## src/hw/rtl/prrs_pkg.sv

```systemverilog
// shared types, codes and constants of the priority round-robin scheduler
// no dependencies
package prrs_pkg;

  localparam int ENTRIES_DEFAULT = 64;

  localparam int CFG_IDX_W  = 2;
  localparam int CFG_DATA_W = 16;

  // status codes held in the status table
  localparam logic [2:0] ST_FREE     = 3'd0;
  localparam logic [2:0] ST_RUNNABLE = 3'd1;
  localparam logic [2:0] ST_RUNNING  = 3'd2;
  localparam logic [2:0] ST_DYING    = 3'd3;

  localparam logic [3:0] PRIO_RESET = 4'hF;

  localparam logic        MODE_RESET     = 1'b1;
  localparam logic [3:0]  MIN_PRIO_RESET = 4'd0;
  localparam logic [3:0]  MAX_PRIO_RESET = 4'd15;
  localparam logic [15:0] BOOST_RESET    = 16'd64;

  typedef enum logic [1:0] {
    CFG_SCHED_MODE = 2'd0,
    CFG_MIN_PRIO   = 2'd1,
    CFG_MAX_PRIO   = 2'd2,
    CFG_BOOST_IVL  = 2'd3
  } cfg_idx_e;

  typedef enum logic {
    OP_UPDATE = 1'b0,
    OP_YIELD  = 1'b1
  } op_e;

  typedef enum logic [1:0] {
    OUT_SWITCHED   = 2'd0,
    OUT_KEPT       = 2'd1,
    OUT_IDLE       = 2'd2,
    OUT_NONE_ALIVE = 2'd3
  } outcome_e;

  typedef struct packed {
    op_e        operation;
    logic [5:0] entry;
    logic [2:0] new_status;
  } in_t;

  typedef struct packed {
    outcome_e   outcome;
    logic [5:0] chosen_entry;
    logic [3:0] chosen_priority;
  } out_t;

  // datapath commands issued by the controller
  typedef enum logic [3:0] {
    CMD_NONE,
    CMD_CLEAR,
    CMD_UPDATE,
    CMD_READ_CUR,
    CMD_DECAY,
    CMD_BOOST,
    CMD_SCAN,
    CMD_DECIDE,
    CMD_DEMOTE,
    CMD_FINISH
  } dp_cmd_e;

  typedef struct packed {
    logic sweep_last;
    logic boost_due;
    logic scan_done;
    logic out_free;
  } dp_sts_t;

endpackage

```

## src/hw/rtl/prrs_dp.sv

```systemverilog
// scheduler datapath: status and priority tables, scan registers, config and result word
// depends on prrs_pkg; driven by prrs_ctrl commands
module prrs_dp #(
  parameter int ENTRIES = prrs_pkg::ENTRIES_DEFAULT
) (
  input  logic                             clk_i,
  input  logic                             rst_ni,
  input  prrs_pkg::dp_cmd_e                cmd_i,
  output prrs_pkg::dp_sts_t                sts_o,
  input  prrs_pkg::in_t                    in_word_i,
  input  logic                             cfg_we_i,
  input  logic [prrs_pkg::CFG_IDX_W-1:0]   cfg_idx_i,
  input  logic [prrs_pkg::CFG_DATA_W-1:0]  cfg_data_i,
  output logic                             out_valid_o,
  input  logic                             out_stall_i,
  output prrs_pkg::out_t                   out_word_o
);

  localparam int IDX_W = $clog2(ENTRIES);
  localparam int CNT_W = $clog2(ENTRIES + 1);
  localparam logic [IDX_W-1:0] IDX_LAST = IDX_W'(ENTRIES - 1);
  localparam logic [CNT_W-1:0] CNT_LAST = CNT_W'(ENTRIES - 1);
  localparam logic [CNT_W-1:0] CNT_END  = CNT_W'(ENTRIES);

  logic [2:0] status_mem [ENTRIES];
  logic [3:0] prio_mem   [ENTRIES];

  // configuration
  logic        mode_q;
  logic [3:0]  min_prio_q, max_prio_q;
  logic [15:0] boost_ivl_q;

  // scheduler state
  logic [IDX_W-1:0] cur_idx_q;
  logic             cur_valid_q;
  logic [15:0]      phase_q;
  logic             yielded_q;

  // per-yield working registers
  logic [CNT_W-1:0] cnt_q;
  logic [IDX_W-1:0] addr_q, eval_idx_q;
  logic             eval_q;
  logic [2:0]       st_rdata_q, cur_st_q;
  logic [3:0]       pr_rdata_q, cur_pr_q, best_pr_q;
  logic [IDX_W-1:0] best_q;
  logic             found_q, done_q, alive_q;

  prrs_pkg::out_t out_q;
  logic           out_valid_q;

  logic [IDX_W-1:0] rd_addr, addr_next, start_idx;
  logic             st_we, pr_we;
  logic [IDX_W-1:0] st_waddr, pr_waddr;
  logic [2:0]       st_wdata;
  logic [3:0]       pr_wdata, decayed;
  logic             in_range, cur_running, keep_cur, issue, out_free;
  logic             take, stop;
  logic [16:0]      phase_inc;
  logic [15:0]      ivl_eff, phase_next;

  assign out_free    = !out_valid_q || !out_stall_i;
  assign cur_running = cur_valid_q && (cur_st_q == prrs_pkg::ST_RUNNING);
  assign in_range    = {26'd0, in_word_i.entry} < 32'(ENTRIES);
  assign decayed     = (pr_rdata_q > min_prio_q) ? pr_rdata_q - 4'd1 : min_prio_q;
  assign addr_next   = (addr_q == IDX_LAST) ? '0 : addr_q + IDX_W'(1);
  assign issue       = (cmd_i == prrs_pkg::CMD_SCAN) && (cnt_q != CNT_END);
  assign rd_addr     = (cmd_i == prrs_pkg::CMD_SCAN) ? addr_q : cur_idx_q;

  // round robin starts after the current entry, priority mode at it
  always_comb begin
    if (!cur_valid_q) begin
      start_idx = '0;
    end else if (!mode_q) begin
      start_idx = (cur_idx_q == IDX_LAST) ? '0 : cur_idx_q + IDX_W'(1);
    end else begin
      start_idx = cur_idx_q;
    end
  end

  assign ivl_eff    = (boost_ivl_q == 16'd0) ? 16'd1 : boost_ivl_q;
  assign phase_inc  = {1'b0, phase_q} + 17'd1;
  assign phase_next = (phase_inc >= {1'b0, ivl_eff}) ? 16'd0 : phase_inc[15:0];

  // scan evaluation of the entry read last cycle
  always_comb begin
    take = 1'b0;
    stop = 1'b0;
    if (eval_q && !done_q && st_rdata_q == prrs_pkg::ST_RUNNABLE) begin
      if (!mode_q) begin
        take = 1'b1;
        stop = 1'b1;
      end else if (!found_q || pr_rdata_q > best_pr_q) begin
        take = 1'b1;
        stop = (pr_rdata_q == max_prio_q);
      end
    end
  end

  assign keep_cur = cur_running && (!found_q || (mode_q && cur_pr_q > best_pr_q));

  // table write port selection
  always_comb begin
    st_we    = 1'b0;
    st_waddr = cur_idx_q;
    st_wdata = prrs_pkg::ST_FREE;
    pr_we    = 1'b0;
    pr_waddr = cnt_q[IDX_W-1:0];
    pr_wdata = max_prio_q;
    case (cmd_i)
      prrs_pkg::CMD_CLEAR: begin
        st_we    = 1'b1;
        st_waddr = cnt_q[IDX_W-1:0];
        pr_we    = 1'b1;
        pr_wdata = prrs_pkg::PRIO_RESET;
      end
      prrs_pkg::CMD_UPDATE: begin
        st_we    = in_range;
        st_waddr = IDX_W'(in_word_i.entry);
        st_wdata = in_word_i.new_status;
      end
      prrs_pkg::CMD_DECAY: begin
        pr_we    = mode_q && cur_valid_q;
        pr_waddr = cur_idx_q;
        pr_wdata = decayed;
      end
      prrs_pkg::CMD_BOOST: begin
        pr_we = 1'b1;
      end
      prrs_pkg::CMD_DEMOTE: begin
        st_we    = found_q && cur_running;
        st_wdata = prrs_pkg::ST_RUNNABLE;
      end
      prrs_pkg::CMD_FINISH: begin
        st_we    = found_q;
        st_waddr = best_q;
        st_wdata = prrs_pkg::ST_RUNNING;
      end
      default: begin
      end
    endcase
  end

  always_ff @(posedge clk_i) begin
    if (st_we) begin
      status_mem[st_waddr] <= st_wdata;
    end
    if (pr_we) begin
      prio_mem[pr_waddr] <= pr_wdata;
    end
    st_rdata_q <= status_mem[rd_addr];
    pr_rdata_q <= prio_mem[rd_addr];
  end

  always_ff @(posedge clk_i or negedge rst_ni) begin
    if (!rst_ni) begin
      mode_q      <= prrs_pkg::MODE_RESET;
      min_prio_q  <= prrs_pkg::MIN_PRIO_RESET;
      max_prio_q  <= prrs_pkg::MAX_PRIO_RESET;
      boost_ivl_q <= prrs_pkg::BOOST_RESET;
    end else if (cfg_we_i) begin
      case (cfg_idx_i)
        prrs_pkg::CFG_SCHED_MODE: mode_q      <= cfg_data_i[0];
        prrs_pkg::CFG_MIN_PRIO:   min_prio_q  <= cfg_data_i[3:0];
        prrs_pkg::CFG_MAX_PRIO:   max_prio_q  <= cfg_data_i[3:0];
        prrs_pkg::CFG_BOOST_IVL:  boost_ivl_q <= cfg_data_i[15:0];
        default: begin
        end
      endcase
    end
  end

  always_ff @(posedge clk_i or negedge rst_ni) begin
    if (!rst_ni) begin
      cur_idx_q   <= '0;
      cur_valid_q <= 1'b0;
      phase_q     <= '0;
      yielded_q   <= 1'b0;
      cnt_q       <= '0;
      addr_q      <= '0;
      eval_q      <= 1'b0;
      found_q     <= 1'b0;
      done_q      <= 1'b0;
      alive_q     <= 1'b0;
      out_valid_q <= 1'b0;
    end else begin
      eval_q <= issue;
      if (cmd_i == prrs_pkg::CMD_FINISH) begin
        out_valid_q <= 1'b1;
      end else if (out_valid_q && !out_stall_i) begin
        out_valid_q <= 1'b0;
      end
      if (eval_q) begin
        alive_q <= alive_q || (st_rdata_q == prrs_pkg::ST_RUNNABLE)
                           || (st_rdata_q == prrs_pkg::ST_RUNNING)
                           || (st_rdata_q == prrs_pkg::ST_DYING);
      end
      if (take) begin
        found_q <= 1'b1;
      end
      if (stop) begin
        done_q <= 1'b1;
      end
      case (cmd_i)
        prrs_pkg::CMD_CLEAR, prrs_pkg::CMD_BOOST: begin
          cnt_q <= (cnt_q == CNT_LAST) ? '0 : cnt_q + CNT_W'(1);
        end
        prrs_pkg::CMD_DECAY: begin
          cnt_q     <= '0;
          addr_q    <= start_idx;
          found_q   <= 1'b0;
          done_q    <= 1'b0;
          alive_q   <= 1'b0;
          phase_q   <= phase_next;
          yielded_q <= 1'b1;
        end
        prrs_pkg::CMD_SCAN: begin
          if (issue) begin
            cnt_q  <= cnt_q + CNT_W'(1);
            addr_q <= addr_next;
          end
        end
        prrs_pkg::CMD_DECIDE: begin
          found_q <= found_q || keep_cur;
        end
        prrs_pkg::CMD_FINISH: begin
          cur_valid_q <= found_q;
          cur_idx_q   <= found_q ? best_q : '0;
        end
        default: begin
        end
      endcase
    end
  end

  // payload registers
  always_ff @(posedge clk_i) begin
    if (issue) begin
      eval_idx_q <= addr_q;
    end
    if (take) begin
      best_q    <= eval_idx_q;
      best_pr_q <= pr_rdata_q;
    end
    case (cmd_i)
      prrs_pkg::CMD_DECAY: begin
        cur_st_q <= st_rdata_q;
        if (!mode_q) begin
          cur_pr_q <= pr_rdata_q;
        end else if (yielded_q && phase_q == 16'd0) begin
          cur_pr_q <= max_prio_q;
        end else begin
          cur_pr_q <= decayed;
        end
      end
      prrs_pkg::CMD_DECIDE: begin
        if (keep_cur) begin
          best_q    <= cur_idx_q;
          best_pr_q <= cur_pr_q;
        end
      end
      prrs_pkg::CMD_FINISH: begin
        if (found_q) begin
          out_q.outcome         <= (cur_valid_q && best_q == cur_idx_q) ?
                                   prrs_pkg::OUT_KEPT : prrs_pkg::OUT_SWITCHED;
          out_q.chosen_entry    <= 6'(best_q);
          out_q.chosen_priority <= best_pr_q;
        end else begin
          out_q.outcome         <= alive_q ? prrs_pkg::OUT_IDLE : prrs_pkg::OUT_NONE_ALIVE;
          out_q.chosen_entry    <= 6'd0;
          out_q.chosen_priority <= 4'd0;
        end
      end
      default: begin
      end
    endcase
  end

  assign sts_o.sweep_last = (cnt_q == CNT_LAST);
  assign sts_o.boost_due  = mode_q && yielded_q && (phase_q == 16'd0);
  assign sts_o.scan_done  = (cnt_q == CNT_END) && !eval_q;
  assign sts_o.out_free   = out_free;

  assign out_valid_o = out_valid_q;
  assign out_word_o  = out_q;

endmodule

```

## src/hw/rtl/prrs_ctrl.sv

```systemverilog
// scheduler controller: sequences clearing, yield phases and result hand-off
// depends on prrs_pkg; commands prrs_dp
module prrs_ctrl (
  input  logic              clk_i,
  input  logic              rst_ni,
  input  logic              in_valid_i,
  output logic              in_stall_o,
  input  prrs_pkg::op_e     in_op_i,
  input  prrs_pkg::dp_sts_t sts_i,
  output prrs_pkg::dp_cmd_e cmd_o
);

  typedef enum logic [2:0] {
    S_CLEAR,
    S_IDLE,
    S_DECAY,
    S_BOOST,
    S_SCAN,
    S_DECIDE,
    S_DEMOTE,
    S_FINISH
  } state_e;

  state_e state_q;
  logic   in_acc;

  assign in_stall_o = (state_q != S_IDLE);
  assign in_acc     = in_valid_i && (state_q == S_IDLE);

  always_comb begin
    cmd_o = prrs_pkg::CMD_NONE;
    case (state_q)
      S_CLEAR:  cmd_o = prrs_pkg::CMD_CLEAR;
      S_IDLE: begin
        if (in_acc) begin
          cmd_o = (in_op_i == prrs_pkg::OP_YIELD) ? prrs_pkg::CMD_READ_CUR
                                                  : prrs_pkg::CMD_UPDATE;
        end
      end
      S_DECAY:  cmd_o = prrs_pkg::CMD_DECAY;
      S_BOOST:  cmd_o = prrs_pkg::CMD_BOOST;
      S_SCAN:   cmd_o = prrs_pkg::CMD_SCAN;
      S_DECIDE: cmd_o = prrs_pkg::CMD_DECIDE;
      S_DEMOTE: cmd_o = prrs_pkg::CMD_DEMOTE;
      S_FINISH: cmd_o = sts_i.out_free ? prrs_pkg::CMD_FINISH : prrs_pkg::CMD_NONE;
      default:  cmd_o = prrs_pkg::CMD_NONE;
    endcase
  end

  always_ff @(posedge clk_i or negedge rst_ni) begin
    if (!rst_ni) begin
      state_q <= S_CLEAR;
    end else begin
      case (state_q)
        S_CLEAR: begin
          if (sts_i.sweep_last) begin
            state_q <= S_IDLE;
          end
        end
        S_IDLE: begin
          if (in_acc && in_op_i == prrs_pkg::OP_YIELD) begin
            state_q <= S_DECAY;
          end
        end
        S_DECAY:  state_q <= sts_i.boost_due ? S_BOOST : S_SCAN;
        S_BOOST: begin
          if (sts_i.sweep_last) begin
            state_q <= S_SCAN;
          end
        end
        S_SCAN: begin
          if (sts_i.scan_done) begin
            state_q <= S_DECIDE;
          end
        end
        S_DECIDE: state_q <= S_DEMOTE;
        S_DEMOTE: state_q <= S_FINISH;
        S_FINISH: begin
          if (sts_i.out_free) begin
            state_q <= S_IDLE;
          end
        end
        default:  state_q <= S_IDLE;
      endcase
    end
  end

endmodule

```

## src/hw/rtl/priority_round_robin_scheduler_core.sv

```systemverilog
// Task scheduler over ENTRIES table entries, each with a status and a priority.
// An update word writes one entry's status. A yield word reads the current entry,
// decays its priority in priority mode, then scans the whole table one entry per
// cycle through the table read port, preceded by a global priority boost when one
// falls due (the boost rewrites every priority one per cycle). The result register
// frees the input side once loaded. After reset a clearing pass over all ENTRIES
// entries initialises both tables; no word is accepted until it ends, while
// configuration writes are taken at any time. Configuration is to be written only
// while idle; the user must keep to this, the block itself does not enforce it.
// depends on prrs_pkg, prrs_ctrl and prrs_dp
module priority_round_robin_scheduler_core #(
  parameter int ENTRIES = prrs_pkg::ENTRIES_DEFAULT
) (
  input  logic                             clk_i,
  input  logic                             rst_ni,
  input  logic                             in_valid_i,
  output logic                             in_stall_o,
  input  prrs_pkg::in_t                    in_word_i,
  output logic                             out_valid_o,
  input  logic                             out_stall_i,
  output prrs_pkg::out_t                   out_word_o,
  input  logic                             cfg_we_i,
  input  logic [prrs_pkg::CFG_IDX_W-1:0]   cfg_idx_i,
  input  logic [prrs_pkg::CFG_DATA_W-1:0]  cfg_data_i
);

  prrs_pkg::dp_cmd_e cmd;
  prrs_pkg::dp_sts_t sts;

  prrs_ctrl u_ctrl (
    .clk_i      (clk_i),
    .rst_ni     (rst_ni),
    .in_valid_i (in_valid_i),
    .in_stall_o (in_stall_o),
    .in_op_i    (in_word_i.operation),
    .sts_i      (sts),
    .cmd_o      (cmd)
  );

  prrs_dp #(
    .ENTRIES (ENTRIES)
  ) u_dp (
    .clk_i       (clk_i),
    .rst_ni      (rst_ni),
    .cmd_i       (cmd),
    .sts_o       (sts),
    .in_word_i   (in_word_i),
    .cfg_we_i    (cfg_we_i),
    .cfg_idx_i   (cfg_idx_i),
    .cfg_data_i  (cfg_data_i),
    .out_valid_o (out_valid_o),
    .out_stall_i (out_stall_i),
    .out_word_o  (out_word_o)
  );

endmodule

```

## config.mk

```make
export PLATFORM = sky130hd
export DESIGN_NAME = priority_round_robin_scheduler_core
export DESIGN_NICKNAME = d
export VERILOG_FILES = /design/src/hw/rtl/prrs_pkg.sv /design/src/hw/rtl/prrs_dp.sv /design/src/hw/rtl/prrs_ctrl.sv /design/src/hw/rtl/priority_round_robin_scheduler_core.sv
export SDC_FILE = /design/constraint.sdc
export NUM_CORES = 1
export LEC_CHECK = 0
export BUFFER_PORTS_ARGS = -buffer_cell sky130_fd_sc_hd__buf_2
export CAP_MARGIN = 20
export CORE_UTILIZATION = 60
export DETAILED_ROUTE_END_ITERATION = 12
export MAX_ROUTING_LAYER = met4
export PLACE_DENSITY = 0.77
export SYNTH_ARGS = -nofsm -noshare
export SYNTH_HDL_FRONTEND = slang
export SYNTH_SLANG_ARGS = --single-unit
```

## constraint.sdc

```tcl
create_clock -name clk_i -period 6.6 [get_ports clk_i]
set_input_delay 1.32 -clock clk_i [delete_from_list [all_inputs] [get_ports clk_i]]
set_output_delay 1.32 -clock clk_i [all_outputs]
set_load 0.01 [all_outputs]
```

==> reports/metrics.cfg, run 1 <==
[status]
status=completed

[yosys]
syn_avg_cell_area_sq_um=11.8
yosysUniqueCellTypes=71
postSynthCellCount=2074
synth.area.top_cells=edfxtp_1 58%, nand2_1 7.4%, dfrtp_1 6.5%, nand3_1 3.3%, nor2_1 2.5%
syn-num-nets=2142
synth_top_cells_by_count=482 x nand2_1, 473 x edfxtp_1, 161 x nand3_1
synth_top_cell_by_area=edfxtp_1
ys_seq_area_share_pct=66.6
synth-edff-count=473
synth_warnings=0
synthArstFlopShare_pct=12.5
synth_area_sq_mm=0.0245
yosys.cell_count.top_type=nand2_1
ys_ff_latch=560
synth_top_area_share_pct=58.0
synth-main-ff-cell=edfxtp_1

[worst_setup_path]
ff2ff_path_depth=15
crit_path_max_fanout=17
start_kind=flip-flop
cp.arrival_ns=4.81
required_ns=7.09
worstSetupPathType=reg -> reg
end_kind=flip-flop

[power]
power_frac_seq_pct=40.2
p_sw_mw=4.63
p_int_mw=7.54
power.total_mw=12.2
pwr-share-comb_pct=34.1
p_leak_nw=9.69
p_clk_share_pct=25.7
p_sw_share_pct=38.1
p_per_area_mw_per_mm2=451
ir_worst_vdd_mv=0.390

[placed_design]
dpl.hpwl_um=35700
placed_cell_area_sq_mm=0.0252
numPortBuffers=46
globalplace.congestion=0.893

[clock_tree]
htree_levels=2
cts_buffers=54
cts_sinks=560
cts_buffer_depth=3
ctsHoldBuffers=0
cts_setup_buffers=0
cts.reportedPaths.clkPinSlew_ns=0.06
worstSkewPairLatency_ns=0.61
post_cts_resize_count=0
cts_root_buf=clkbuf_16
cts_tree=yes

[timing]
worst_pin_slew_ns=1.09
rsz0062_at_grt=false
setup_violations=0
holdWs_ns=0.467
report.final.hold_viol_count=0
fin_tns_setup_ns=0
fin_crit_ns=4.32
finalCritPeriodShare_pct=65.5
timing.clock.skew_ns=0.0201
max_freq_mhz=231
slew_headroom_pct=27.1
slew_violations=0

[layout]
design_area_sq_mm=0.0270
nets=2159
n_antenna_cell=0
area_growth_pct=10.2
drive_gt1_share_pct=10.3

[route]
ant_nets=0
drt_iter0_drc=2028
vias_per_cell=6.28
first_pass_iters=6
wl_per_cell_um=21.6
drc=0
postRouteWirelength_um=57400
vias=16700

[global_route]
grt_start_max_net_pins=133
gr-total-overflow=0
grt_use_total_pct=28.7
first_global_vias=16000
grt_pass1_wl_um=88800
antenna_found_initial=0

[flow_run]
drv_cap=0

[floorplanning]
start_util_pct=61.2
die_area_sq_mm=0.0416
core_area_sq_mm=0.0400
die_w_um=204
io_pins=47
rows=73
dieHeight_um=204

[hold_path]
hp-class=reg -> reg
holdPathStages=1

[sequential cells by signal, indices dropped and copies added (netlist names), 3 cells and up]
register	count
u_dp.prio_mem	256
u_dp.status_mem	192
u_dp.boost_ivl_q	16
u_dp.phase_q	16
u_dp.out_word_o	12
u_dp.cnt_q	7
u_dp.addr_q	6
u_dp.best_q	6
u_dp.cur_idx_q	6
u_dp.eval_idx_q	6
u_dp.best_pr_q	4
u_dp.cur_pr_q	4
u_dp.max_prio_q	4
u_dp.min_prio_q	4
u_dp.pr_rdata_q	4
u_ctrl.state_q	3
u_dp.cur_st_q	3
u_dp.st_rdata_q	3
[power groups by stage]
stage | logic (mW) | registers [mW] | clock network (mW)
after floorplan | 2.87 | 4.78 | 0
final | 4.15 | 4.89 | 3.13
after detailed placement | 4.05 | 4.95 | 0
after global placement | 3.95 | 4.93 | 0
after CTS | 4.10 | 4.88 | 3.14
after global routing | 4.52 | 4.92 | 3.28
[through the flow]
step	std cells	utilization [%]	worst slack [ns]
2_1_floorplan	2074	-	2.67
3_3_place_gp	2558	62.9	2.36
3_5_place_dp	2558	62.9	2.20
4_1_cts	2659	67.4	2.35
5_1_grt	2661	67.4	1.93
6_report	2661	67.4	2.28
[path summary, 6_finish.rpt]
path                                              to       startpoint  slack, ns
worst max-delay path                 u_dp.phase_q[6]  u_dp.phase_q[0]       2.28
worst min-delay path                  u_dp.yielded_q   u_dp.yielded_q       0.47
worst max register to register       u_dp.phase_q[6]  u_dp.phase_q[0]       2.28
worst min register to register        u_dp.yielded_q   u_dp.yielded_q       0.47
max in group asynchronous             u_dp.addr_q[2]           rst_ni       5.02
min in group asynchronous       u_dp.boost_ivl_q[13]           rst_ni       0.95
[worst max-delay path, cell delays in order (launching register included)]
cell and delay [ns]:
dfrtp_1 0.46, ha_1 0.26, and3_1 0.21, nand3_1 0.19
nor2_1 0.19, and3_1 0.23, nor2b_1 0.07, or2_2 0.29
ha_1 0.31, and4_1 0.18, a311oi_1 0.24, a21boi_0 0.21
o21ai_0 0.12, a211oi_2 0.86, a31oi_1 0.20, a31oi_1 0.19
[routing by layer]
layer / part of all wire, % / vias up / track usage [%]
met4: 2.7 / 0 / 9.41
met2: 47 / 869 / 44.0
li1: - / 7579 / -
met1: 41 / 8144 / 39.3
met5: 0 / - / -
met3: 9.4 / 122 / 4.83
[layout make-up]
class                   count  area, sq um
clock buffers              65         1390
clock inverters            36          395
fillers                  2768        13000
inverters                  49          184
multi-input cells        1354         7610
flip-flops and latches    560        16300
well taps                 525          657
repair buffers             72          442
[placed cells by master, fill, tap and decap left out, drive strengths merged, types with 7 or more instances in the layout]
master / instances
bufinv: 8
and4: 9
nand3b: 10
o21a: 8
edfxtp: 473
or3: 9
or2: 7
a32oi: 28
nand4: 57
dfrtp: 64
xor2: 13
buf: 71
o21ai: 58
nand3: 161
nor2b: 15
a21o: 7
nor2: 160
mux2i: 50
a21oi: 24
and2: 10
clkinv: 25
xnor2: 14
ha: 35
mux2: 32
nor3: 14
clkbuf: 66
inv: 50
dfxtp: 17
a32o: 8
a31oi: 54
nand2b: 12
nand2: 483
and3: 15
[cell families after synthesis]
| group | after synthesis | synth area share (%) |
|---|---|---|
| fa+ha+maj | 35 | 1.79 |
| mux | 82 | 3.58 |
| xor+xnor | 27 | 0.966 |
| compound gates | 229 | 6.34 |
| flops | 560 | 66.6 |
| buf+inv | 160 | 2.76 |
| simple gates | 981 | 18.0 |
Power figures use the tool's default switching activity.
==> inputs of run 2 (changes only) <==
==> constraint.sdc (replaced) <==
create_clock -name clk_i -period 4.4 [get_ports clk_i]
set_input_delay 0.88 -clock clk_i [delete_from_list [all_inputs] [get_ports clk_i]]
set_output_delay 0.88 -clock clk_i [all_outputs]
set_load 0.01 [all_outputs]
==> run 2 against run 1 <==
Against the previous run:
- largest cell class unchanged
- first-iteration DRC count decreased by 8.4%
- non-clock buffer count increased by 4
- clock power increased by 48%
- register-to-register slack got worse by 1.7 ns
- final area increased by 0.29%
- global-route usage increased by 0.67 points
- worst setup slack got worse by 1.7 ns
- critical path depth increased by 1
- power increased by 50%
- highest routed layer unchanged
==> reports/metrics.cfg, run 2 (synthesis results as in run 1) <==
[status]
status=completed

[layout]
largestRegisters=u_dp.prio_mem: 256 flops, u_dp.status_mem: 192 flops
area_growth_pct=10.5
nFillCells=2775  ; +0.25%
drive_gt1_share_pct=10.4  ; +0.15 points
final_cell_mix=481 x nand2_1, 473 x edfxtp_1, 161 x nand3_1, 160 x nor2_1, 64 x dfrtp_1
nets=2164  ; +0.23%
regMostFlops=u_dp.prio_mem
n_antenna_cell=0  ; unchanged
final_common_cell=nand2_1
largest_register_ffs=256  ; unchanged

[placed_design]
numPortBuffers=46  ; unchanged
dpl.hpwl_um=36900  ; +3.5%
globalplace.congestion=0.950  ; +6.3%
place_ws_ns=0.750  ; -1.45 ns

[worst_setup_path]
cp_top_family=simple AND/OR/NAND/NOR gates
worst-path-buf-inv=1  ; +1
cp_slowest_cell=dfrtp_1
slowest_delay_ns=0.46  ; -0.40 ns
required_ns=4.92  ; -2.17 ns
cp.arrival_ns=4.30  ; -0.51 ns
r2r-start=u_dp.phase_q[0]
crit_path_max_fanout=17  ; unchanged
startpoint=u_dp.phase_q[0]
crit_chain=ha_1 -> and3_1 -> nand3_1 -> nor2_1 -> and3_1 -> nor2b_1 -> or2_2 -> ha_1 -> and4_1 -> a311oi_1 -> a21boi_0 -> o21ai_0 -> a211oi_2 -> buf_4 -> a31oi_1 -> a31oi_1
start_kind=flip-flop
worstSetupPathType=reg -> reg
end_kind=flip-flop

[clock_tree]
cts_buffers=55  ; +1.9%
cts_setup_buffers=0  ; unchanged
cts_tree=yes
htree_levels=2  ; unchanged
cts.reportedPaths.clkPinSlew_ns=0.06  ; about the same
cts_sinks=560  ; unchanged
worstSkewPairLatency_ns=0.61  ; about the same
cts_buffer_depth=3  ; unchanged
post_cts_resize_count=0  ; unchanged
ctsHoldBuffers=0  ; unchanged
cts_root_buf=clkbuf_16

[global_route]
grt_use_total_pct=29.3  ; +0.67 points
gr-total-overflow=0  ; unchanged
first_global_vias=16300  ; +2.1%
grt_pass1_wl_um=90500  ; +1.8%
grt_start_max_net_pins=176  ; +32%
antenna_found_initial=0  ; unchanged

[timing]
timing.clock.skew_ns=0.0105  ; -0.00958 ns
fin_crit_ns=3.78  ; -0.536 ns
fin_tns_setup_ns=0  ; unchanged
rsz0062_at_grt=false
setup_violations=0  ; unchanged
max_freq_mhz=264  ; +14%
slew_headroom_pct=22.5  ; -4.6 points
slew_violations=0  ; unchanged
report.final.hold_viol_count=0  ; unchanged
worst_pin_slew_ns=1.16  ; +0.0710 ns
fin_ws_ns=0.616  ; -1.66 ns
finalCritPeriodShare_pct=86.0  ; +21 points

[floorplanning]
start_util_pct=61.2  ; unchanged
io_pins=47  ; unchanged
dieHeight_um=204  ; unchanged
die_area_sq_mm=0.0416  ; unchanged
die_w_um=204  ; unchanged
core_area_sq_mm=0.0400  ; unchanged
rows=73  ; unchanged

[route]
first_pass_iters=8  ; +2
postRouteWirelength_um=58100  ; +1.2%
wl_per_cell_um=21.8  ; +0.90%
ant_nets=0  ; unchanged
drc=0  ; unchanged
vias_per_cell=6.32  ; +0.65%
vias=16900  ; +0.92%
drt_iter0_drc=1857  ; -8.4%

[power]
p_per_area_mw_per_mm2=676  ; +50%
power.total_mw=18.3  ; +50%
ir_worst_vdd_mv=0.575  ; +47%
p_leak_nw=9.73  ; +0.33%

[hold_path]
hp-class=in -> async

[flow_run]
drv_cap=0  ; unchanged

-- run 2: through the flow --
stage	instances	area, sq um	hold slack, ns	utilization [%]
after floorplan	2074	24500	0.409	-
after global placement	2563	25300	0.458	63.1
after detailed placement	2563	25300	0.460	63.1
after CTS	2667	27000	0.344	67.6
after global routing	2668	27100	0.388	67.6
final	2668	27100	0.341	67.6
-- run 2: layer usage --
metal / up-vias / share of wire, % / track usage [%]
met3: 135 / 9.4 / 5.13
li1: 7594 / - / -
met4: 0 / 2.7 / 9.75
met5: - / 0 / -
met1: 8211 / 40 / 39.8
met2: 927 / 48 / 45.3
-- run 2: worst paths after layout --
path                                   endpoint  cells after the start  slack (ns)
min in group clk_i               u_dp.yielded_q                      1        0.48
min                        u_dp.boost_ivl_q[15]                      1        0.34
min reg2reg                      u_dp.yielded_q                      1        0.48
max in group asynchronous     u_ctrl.state_q[2]                      2        3.03
max                             u_dp.phase_q[6]                     16        0.62
max reg2reg                     u_dp.phase_q[6]                     16        0.62
-- run 2: worst register-to-register path, cell delays in order, from the launching register on --
cell and delay, ns:
dfrtp_1 0.46, ha_1 0.26, and3_1 0.21, nand3_1 0.19
nor2_1 0.20, and3_1 0.23, nor2b_1 0.07, or2_2 0.29
ha_1 0.31, and4_1 0.17, a311oi_1 0.26, a21boi_0 0.19
o21ai_0 0.11, a211oi_2 0.18, buf_4 0.25, a31oi_1 0.12
a31oi_1 0.20
-- run 2: power by group --
| part | internal [mW] | leakage [nW] | switching [mW] |
|---|---|---|---|
| registers | 6.78 | 5.31 | 0.575 |
| clock network | 2.64 | 0.866 | 2.00 |
| logic | 1.90 | 3.55 | 4.41 |
| total | 11.3 | 9.73 | 6.98 |
-- run 2: area by class of cell --
class                      instances  area, sq um  share of cell area (%)
timing repair buffer              76          522                    1.93
clock inverter                    32          251                   0.929
sequential                       560        16300                    60.2
clock buffer                      72         1530                    5.67
tap                              525          657                    2.43
inverter                          49          184                   0.680
multi-input combinational       1354         7610                    28.1
